File: src/rtl/ensemble_anomaly_detector_macros.svh
// ============================================================================
// Assertion macros for the ensemble anomaly detector
// Short forms for clocked assertions that are disabled during reset.
// ============================================================================
`ifndef ENSEMBLE_ANOMALY_DETECTOR_MACROS_SVH
`define ENSEMBLE_ANOMALY_DETECTOR_MACROS_SVH

// The expression holds at every clock edge outside reset.
`define EAD_ASSERT_ALWAYS(label, clk, rst, expr) \
  label: assert property (@(posedge clk) disable iff (rst) (expr)) \
    else $error("assertion failed: invariant");

// The consequent holds in the same cycle as the antecedent.
`define EAD_ASSERT_IMPL(label, clk, rst, ante, cons) \
  label: assert property (@(posedge clk) disable iff (rst) (ante) |-> (cons)) \
    else $error("assertion failed: same-cycle implication");

// The consequent holds in the cycle after the antecedent.
`define EAD_ASSERT_NEXT(label, clk, rst, ante, cons) \
  label: assert property (@(posedge clk) disable iff (rst) (ante) |=> (cons)) \
    else $error("assertion failed: next-cycle implication");

`endif

File: src/rtl/ead_pkg.sv
// ============================================================================
// ead_pkg
// Shared types, constants and codes of the ensemble anomaly detector.
// ============================================================================
package ead_pkg;

  localparam int WINDOW_DEFAULT = 20;
  localparam int CFG_IDX_W      = 3;
  localparam int DATA_W         = 32;
  localparam int X_W            = 48;  // Q16.32 position estimate
  localparam int G_W            = 25;  // Q1.24 gain, reaches 1.0 when r is zero
  localparam int FRAC_SH        = 24;
  localparam int RUN_W          = 9;
  localparam int DIV_N_W        = 56;
  localparam int DIV_D_W        = 33;

  localparam logic [31:0]      P_ONE        = 32'h0100_0000;
  localparam logic [7:0]       PERSIST_RST  = 8'd2;
  localparam logic [31:0]      QNOISE_RST   = 32'd1678;
  localparam logic [31:0]      RNOISE_RST   = 32'd1677722;
  localparam logic [RUN_W-1:0] RUN_MAX      = 9'd511;

  typedef enum logic [CFG_IDX_W-1:0] {
    CFG_SLEW_LIMIT        = 3'd0,
    CFG_SPREAD_LIMIT      = 3'd1,
    CFG_INNOVATION_LIMIT  = 3'd2,
    CFG_PERSISTENCE       = 3'd3,
    CFG_PROCESS_NOISE     = 3'd4,
    CFG_MEASUREMENT_NOISE = 3'd5
  } cfg_idx_t;

  typedef enum logic [1:0] {
    MUL_NS2,
    MUL_S1S,
    MUL_D,
    MUL_P
  } mul_sel_t;

  typedef enum logic {
    DIV_ROOT,
    DIV_GAIN
  } div_sel_t;

  typedef enum logic [4:0] {
    ST_IDLE,
    ST_STORE,
    ST_WALK_GO,
    ST_WALK_WAIT,
    ST_NS2_GO,
    ST_NS2_WAIT,
    ST_S1S_GO,
    ST_S1S_WAIT,
    ST_SQRT_GO,
    ST_SQRT_WAIT,
    ST_DIVR_GO,
    ST_DIVR_WAIT,
    ST_KAL_CHECK,
    ST_GAIN_GO,
    ST_GAIN_WAIT,
    ST_DMUL_GO,
    ST_DMUL_WAIT,
    ST_PMUL_GO,
    ST_PMUL_WAIT,
    ST_FINISH
  } state_t;

  typedef struct packed {
    logic        restart;
    logic        load;
    logic        store;
    logic        walk_start;
    logic        mul_start;
    mul_sel_t    mul_sel;
    logic        sqrt_start;
    logic        div_start;
    div_sel_t    div_sel;
    logic        cap_ns2;
    logic        cap_m;
    logic        cap_spread;
    logic        cap_g;
    logic        cap_x;
    logic        cap_p;
    logic        kal_first;
    logic        finish;
  } cmd_t;

  typedef struct packed {
    logic walk_done;
    logic mul_done;
    logic sqrt_done;
    logic div_done;
    logic started;
    logic out_free;
  } status_t;

  typedef struct packed {
    logic [30:0] slew_limit;
    logic [30:0] spread_limit;
    logic [30:0] innovation_limit;
    logic [7:0]  persistence;
    logic [31:0] process_noise;
    logic [31:0] measurement_noise;
  } cfg_t;

endpackage

File: src/rtl/ead_ctrl.sv
// ============================================================================
// ead_ctrl
// Sequencer that steps each sample through store, window walk, spread and
// Kalman update, issuing commands to the datapath.
// ============================================================================
module ead_ctrl (
  input  logic             clk,
  input  logic             rst,
  input  logic             in_valid,
  input  logic             operation,
  output logic             in_stall,
  output ead_pkg::cmd_t    cmd,
  input  ead_pkg::status_t status
);
  import ead_pkg::*;

  state_t state;
  state_t state_next;

  always_ff @(posedge clk) begin
    if (rst) begin
      state <= ST_IDLE;
    end else begin
      state <= state_next;
    end
  end

  always_comb begin
    state_next = state;
    case (state)
      ST_IDLE: begin
        if (in_valid && !operation) begin
          state_next = ST_STORE;
        end
      end
      ST_STORE:     state_next = ST_WALK_GO;
      ST_WALK_GO:   state_next = ST_WALK_WAIT;
      ST_WALK_WAIT: begin
        if (status.walk_done) begin
          state_next = ST_NS2_GO;
        end
      end
      ST_NS2_GO:    state_next = ST_NS2_WAIT;
      ST_NS2_WAIT: begin
        if (status.mul_done) begin
          state_next = ST_S1S_GO;
        end
      end
      ST_S1S_GO:    state_next = ST_S1S_WAIT;
      ST_S1S_WAIT: begin
        if (status.mul_done) begin
          state_next = ST_SQRT_GO;
        end
      end
      ST_SQRT_GO:   state_next = ST_SQRT_WAIT;
      ST_SQRT_WAIT: begin
        if (status.sqrt_done) begin
          state_next = ST_DIVR_GO;
        end
      end
      ST_DIVR_GO:   state_next = ST_DIVR_WAIT;
      ST_DIVR_WAIT: begin
        if (status.div_done) begin
          state_next = ST_KAL_CHECK;
        end
      end
      ST_KAL_CHECK: begin
        state_next = status.started ? ST_GAIN_GO : ST_FINISH;
      end
      ST_GAIN_GO:   state_next = ST_GAIN_WAIT;
      ST_GAIN_WAIT: begin
        if (status.div_done) begin
          state_next = ST_DMUL_GO;
        end
      end
      ST_DMUL_GO:   state_next = ST_DMUL_WAIT;
      ST_DMUL_WAIT: begin
        if (status.mul_done) begin
          state_next = ST_PMUL_GO;
        end
      end
      ST_PMUL_GO:   state_next = ST_PMUL_WAIT;
      ST_PMUL_WAIT: begin
        if (status.mul_done) begin
          state_next = ST_FINISH;
        end
      end
      ST_FINISH: begin
        if (status.out_free) begin
          state_next = ST_IDLE;
        end
      end
      default:      state_next = ST_IDLE;
    endcase
  end

  always_comb begin
    cmd         = '0;
    cmd.mul_sel = MUL_NS2;
    cmd.div_sel = DIV_ROOT;
    in_stall    = 1'b1;
    case (state)
      ST_IDLE: begin
        in_stall    = 1'b0;
        cmd.restart = in_valid && operation;
        cmd.load    = in_valid && !operation;
      end
      ST_STORE:     cmd.store = 1'b1;
      ST_WALK_GO:   cmd.walk_start = 1'b1;
      ST_NS2_GO: begin
        cmd.mul_start = 1'b1;
        cmd.mul_sel   = MUL_NS2;
      end
      ST_NS2_WAIT:  cmd.cap_ns2 = status.mul_done;
      ST_S1S_GO: begin
        cmd.mul_start = 1'b1;
        cmd.mul_sel   = MUL_S1S;
      end
      ST_S1S_WAIT:  cmd.cap_m = status.mul_done;
      ST_SQRT_GO:   cmd.sqrt_start = 1'b1;
      ST_DIVR_GO: begin
        cmd.div_start = 1'b1;
        cmd.div_sel   = DIV_ROOT;
      end
      ST_DIVR_WAIT: cmd.cap_spread = status.div_done;
      ST_KAL_CHECK: cmd.kal_first = !status.started;
      ST_GAIN_GO: begin
        cmd.div_start = 1'b1;
        cmd.div_sel   = DIV_GAIN;
      end
      ST_GAIN_WAIT: cmd.cap_g = status.div_done;
      ST_DMUL_GO: begin
        cmd.mul_start = 1'b1;
        cmd.mul_sel   = MUL_D;
      end
      ST_DMUL_WAIT: cmd.cap_x = status.mul_done;
      ST_PMUL_GO: begin
        cmd.mul_start = 1'b1;
        cmd.mul_sel   = MUL_P;
      end
      ST_PMUL_WAIT: cmd.cap_p = status.mul_done;
      ST_FINISH:    cmd.finish = status.out_free;
      default:      cmd = '0;
    endcase
  end

endmodule

File: config.mk
export PLATFORM = sky130hd
export DESIGN_NAME = ead_ctrl
export DESIGN_NICKNAME = d
export VERILOG_FILES = /design/src/rtl/ensemble_anomaly_detector_macros.svh /design/src/rtl/ead_pkg.sv /design/src/rtl/ead_ctrl.sv
export SDC_FILE = /design/constraint.sdc
export NUM_CORES = 1
export LEC_CHECK = 0
export ABC_AREA = 0
export BUFFER_PORTS_ARGS = -buffer_cell sky130_fd_sc_hd__buf_2
export CAP_MARGIN = 20
export CORE_MARGIN = 2
export CORE_UTILIZATION = 42
export CTS_CLUSTER_DIAMETER = 60
export DETAILED_ROUTE_END_ITERATION = 10
export GPL_ROUTABILITY_DRIVEN = 0
export GPL_TIMING_DRIVEN = 0
export PLACE_DENSITY_LB_ADDON = 0.25
export SYNTH_ARGS = -nofsm -noshare
export SYNTH_HDL_FRONTEND = slang
export SYNTH_SLANG_ARGS = --single-unit
export TNS_END_PERCENT = 1
File: constraint.sdc
create_clock -name clk -period 1.6 [get_ports clk]
set_input_delay 0.08 -clock clk [delete_from_list [all_inputs] [get_ports clk]]
set_output_delay 0.08 -clock clk [all_outputs]
set_load 0.05 [all_outputs]
== Word level (Yosys, flattened, before mapping) ==
Cells that the tools add are included.
Widths: inputs -> output; s select.
Cells by class
  equal/unequal tests: 29
  mux-type cells: 27
  reductions and logical operators: 6
Operator list (count)
  $pmux 5 s20: 1
  $mux 5: 11
  $eq 5x4->1 const B: 8
  $eq 5x3->1 const B: 4
  $eq 5x5->1 const B: 4
  $ne 2x2->1 const B: 10
  $mux 1: 12
  $pmux 3 s4: 1
  $eq 5x2->1 const B: 2
  $reduce_and 10->1: 1
  $eq 5x1->1 const B: 1
  $logic_not 5->1: 1
  $pmux 2 s2: 1
  $logic_and 1x1->1: 2
  $logic_not 1->1: 2
  $mux 2: 1
Word-level totals
  register bits after elaboration: 5
  input bits: 10
  word-level logic and storage cells: 63

== Longest topological paths before layout ==
  depth after elaboration: 4
  mapped depth: 6

== Worst setup path after synthesis ==
Ideal clock, no wire load.
  path kind: register to register
  start point: register state[4]
  end point: register state[4]
  setup time: 0.059 ns
  data arrival time: 2.739 ns
  setup slack: -1.198 ns
  cell stages (with the launch flop): 7
  buffers on the path: 1
  clock period less this slack: 2.798 ns
  cells stage by stage: dfxtp_1 buf_2 nand2b_1 nor4_1 nor3_1 nor4_1 a31o_1
On the way
  longest elaborated chain between the ends: 3
Ends and longest elaborated chain
  start, declared: line ead_ctrl.sv:17  | state_t state;
  start signal, assigned: line ead_ctrl.sv:24  | state <= state_next;
  $eq 5x2->1, or another cell as far along: line ead_ctrl.sv:30  | case (state)
  $ne 2x2->1 (no source line)
  $reduce_and 10->1 (no source line)
Several ways; a longest one is shown, not always the timed one.
A chain may end at the register's enable or synchronous reset.

== Worst setup path after layout ==
  start point: register state[3]
  end point: register state[0]
The elaborated chain is that of the path after synthesis.

==> impl_metrics.env <==
export IMPL_status="finished, violations left"
export IMPL_cts_tree="built"
export IMPL_cts_htree_levels=1
export IMPL_drcViolationCount=0
export IMPL_power_share_sequential_pct=15.9
export IMPL_num_rows=14
export IMPL_critical_path_arrival_ns=1.89
export IMPL_io_pin_count=29
export IMPL_biggestRegsByFlops="state (5)"
export IMPL_slew_viol_final=0
export IMPL_critPathMaxFanout=10
export IMPL_registers_top_by_ff_count="state"
export IMPL_overall_routed_net_length_mm=2.122
export IMPL_floorplan_core_area_um2=1506
export IMPL_clock_tree_buffer_depth=2
export IMPL_dr_max_layer_used="met4"
export IMPL_setup_slack_ns=-0.1267
export IMPL_skew_ns=0.002478
export IMPL_route_met2_wl_mm=1.064
export IMPL_synth_top_area_share_pct=14.76
export IMPL_maxCapViolCount=0
export IMPL_synth_async_reset_ratio_pct=0
export IMPL_grt_start_max_net_pins=11
export IMPL_finalNetCount=146
export IMPL_cts_buffers_inserted=3
export IMPL_power_per_unit_of_standard_cell_area_nw_per_um2=1143
export IMPL_preCtsSetupSlack_ns=-0.3349
export IMPL_synth_ff_type="sky130_fd_sc_hd__dfxtp_1"
export IMPL_setup_worst_path_end_class="flop"
export IMPL_grt_ovfl_total=0
export IMPL_setup_reg_to_reg_worst_slack_ns=-0.13
export IMPL_grt_setup_unrepaired="true"
export IMPL_setup_viol_count_final=11
export IMPL_vdd_ir_drop_worst_mv=1.068
export IMPL_worst_skew_pair_late_latency_ns=0.23
export IMPL_crit_required_ns=1.76
export IMPL_ctsHoldBuffers=0
export IMPL_internal_power_uw=588.0
export IMPL_combinationalPowerShare_pct=72.9
export IMPL_relSlewSlack_pct=81.10
export IMPL_numClockSinks=5
export IMPL_p_switching_uw=645.9
export IMPL_drt_met1_wl_um=908
export IMPL_finalSetupTns_ns=-0.5617
export IMPL_root_buffer="sky130_fd_sc_hd__clkbuf_4"
export IMPL_report_power_total_uw=1234
export IMPL_transition_at_the_pin_with_the_smallest_max_transition_slack_ns=0.2814
export IMPL_largest_register_ffs=5
export IMPL_vias_per_cell=5.821
export IMPL_met3RoutedLength_um=119
export IMPL_grt_util_all_layers_pct=24.14
export IMPL_dr_vias=879
export IMPL_hold_path_class="primary input to flop"
export IMPL_synth_edf_count=0
export IMPL_drive_above_1_share_pct=50.37
export IMPL_post_drt_wl_per_cell_um=14.05
export IMPL_post_synth_top_area_cell="sky130_fd_sc_hd__dfxtp_1"
export IMPL_die_area_um2=1952
export IMPL_hold_viol=0
export IMPL_syn_num_nets=111
export IMPL_insertedDiodeCount=0
export IMPL_floorplan_initialDensity_pct=45.02
export IMPL_power_switching_fraction_pct=52.35
export IMPL_violations_in_the_final_reports="negative setup slack"
export IMPL_floorplan_die_width_um=44.18
export IMPL_fin_crit_sh_pct=107.9
export IMPL_clk_pin_slew_worst_paths_ns=0.04
export IMPL_syn_cell_area_um2=678.2
export IMPL_final_min_clock_period_ns=1.727
export IMPL_synth_yosys_warnings=0
export IMPL_drt_iter0_markers=31
export IMPL_drt_pass1_iter_count=4
export IMPL_power_clock_fraction_pct=11.2
export IMPL_synth_yosys_seq_area_share_pct=14.76
export IMPL_grt_first_pass_wirelength_mm=3.601
export IMPL_first_global_vias=812
export IMPL_grt_antenna_before_repair=0
export IMPL_ys_types=41
export IMPL_synthCells=101
export IMPL_post_detailed_placement_half_perimeter_wirelength_mm=1.455
export IMPL_max_freq_mhz=579.1
export IMPL_ys_seq_elements=5
export IMPL_die_height_um=44.18
export IMPL_criticalPathCategory="flop to flop"
export IMPL_antenna_violating_nets_post_route=0
export IMPL_post_synth_cell_area_avg_um2=6.714
export IMPL_synth_area_leaders="sky130_fd_sc_hd__dfxtp_1 15%, sky130_fd_sc_hd__nor2_1 9.4%, sky130_fd_sc_hd__nor3_1 5.9%"
export IMPL_critical_path_startpoint_type="flop"
export IMPL_syn2layout_area_growth_pct=59.23
export IMPL_placement_io_buffers=28
export IMPL_reported_leakage_power_uw=0.0004801
worst max-delay path, stage by stage (launching register included):
cell	delay [ns]
sky130_fd_sc_hd__dfxtp_2	0.34
sky130_fd_sc_hd__buf_6	0.14
sky130_fd_sc_hd__nor3b_1	0.14
sky130_fd_sc_hd__o311ai_2	0.26
sky130_fd_sc_hd__a21oi_2	0.12
sky130_fd_sc_hd__or4b_1	0.53
sky130_fd_sc_hd__a21oi_2	0.13
through the flow:
step                cell area (um2)  cells  utilization [%]  hold slack (ns)
global route                   1080    151            71.68          0.05888
finish                         1080    151            71.68          0.06389
CTS                            1032    151            68.52          0.05165
floorplan                     713.2    101                -           0.1491
detailed placement            873.3    145            57.97           0.3099
global placement              873.3    145            57.97           0.3141
synthesized netlist by cell type, types with 2 or more instances:
master,number
sky130_fd_sc_hd__a21oi_1,3
sky130_fd_sc_hd__and3_1,2
sky130_fd_sc_hd__and3b_1,3
sky130_fd_sc_hd__buf_2,2
sky130_fd_sc_hd__clkbuf_1,5
sky130_fd_sc_hd__dfxtp_1,5
sky130_fd_sc_hd__inv_1,2
sky130_fd_sc_hd__inv_2,2
sky130_fd_sc_hd__mux2i_1,2
sky130_fd_sc_hd__nand2_1,6
sky130_fd_sc_hd__nand2b_1,5
sky130_fd_sc_hd__nand3b_1,3
sky130_fd_sc_hd__nor2_1,17
sky130_fd_sc_hd__nor2b_1,5
sky130_fd_sc_hd__nor3_1,8
sky130_fd_sc_hd__nor3b_1,3
sky130_fd_sc_hd__nor4_1,2
sky130_fd_sc_hd__o21ai_0,3
power groups by stage:
stage / Sequential, uW / Combinational (uW) / Clock, uW
after floorplan: 175 / 568 / 0
after CTS: 191 / 835 / 145
after global placement: 181 / 699 / 0
after detailed placement: 182 / 708 / 0
final: 197 / 899 / 138
after global routing: 203 / 958 / 158
layer usage:
| layer | vias up | global-route usage, % |
|---|---|---|
| met5 | - | 0 |
| met1 | 409 | 31.68 |
| met3 | 4 | 2.857 |
| met2 | 35 | 40.29 |
| li1 | 431 | - |
| met4 | 0 | 9.091 |
logic make-up (layout without fill, tap and decap cells):
| family | Yosys count | in the layout | synth area share (%) |
|---|---|---|---|
| AND/OR/NAND/NOR | 62 | 62 | 51.11 |
| AO/OA/AOI/OAI | 20 | 20 | 23.06 |
| buffers and inverters | 12 | 46 | 8.119 |
| flip-flops | 5 | 5 | 14.76 |
| multiplexers | 2 | 2 | 2.952 |
timing repair:
action,CTS,global route
buffers inserted,2,0
pin swaps,11,2
hold endpoints to repair,0,0
endpoints found under the setup margin,23,21
gates resized for setup,39,20
layout make-up:
cell class | instances | area (um2)
Buffer | 8 | 70.07
Clock buffer | 4 | 26.28
Fill cell | 125 | 426.7
Inverter | 4 | 15.01
Multi-Input combinational cell | 84 | 611.8
Sequential cell | 5 | 108.9
Tap cell | 16 | 20.02
Timing Repair Buffer | 30 | 227.7
placed cells by master (no fill, tap or decap), types with 2 or more instances in the layout:
cell type,synthesis,final
sky130_fd_sc_hd__clkbuf_4,0,6
sky130_fd_sc_hd__nor3b_1,3,3
sky130_fd_sc_hd__nor2b_1,5,2
sky130_fd_sc_hd__nand2b_1,5,4
sky130_fd_sc_hd__nor2_1,17,13
sky130_fd_sc_hd__a21oi_2,1,2
sky130_fd_sc_hd__nor3_1,8,6
sky130_fd_sc_hd__inv_2,2,2
sky130_fd_sc_hd__and3b_1,3,3
sky130_fd_sc_hd__buf_2,2,16
sky130_fd_sc_hd__nor2b_2,0,2
sky130_fd_sc_hd__a21oi_1,3,2
sky130_fd_sc_hd__o21ai_0,3,3
sky130_fd_sc_hd__inv_1,2,2
sky130_fd_sc_hd__buf_4,0,4
sky130_fd_sc_hd__nor2_2,0,4
sky130_fd_sc_hd__nor3_2,1,2
sky130_fd_sc_hd__buf_6,1,13
sky130_fd_sc_hd__dfxtp_2,0,4
sky130_fd_sc_hd__nand2_1,6,6
sky130_fd_sc_hd__mux2i_1,2,2
sky130_fd_sc_hd__nand3b_1,3,3
sky130_fd_sc_hd__and3_1,2,2
path summary, 6_finish.rpt:
| kind | startpoint | to | cells after the start |
|---|---|---|---|
| worst max-delay path | state[3] | state[0] | 6 |
| worst min-delay path | rst | state[0] | 2 |
| worst max register to register | state[3] | state[0] | 6 |
| worst min register to register | state[2] | state[2] | 3 |
No activity file was read; power rests on OpenSTA's default activity.
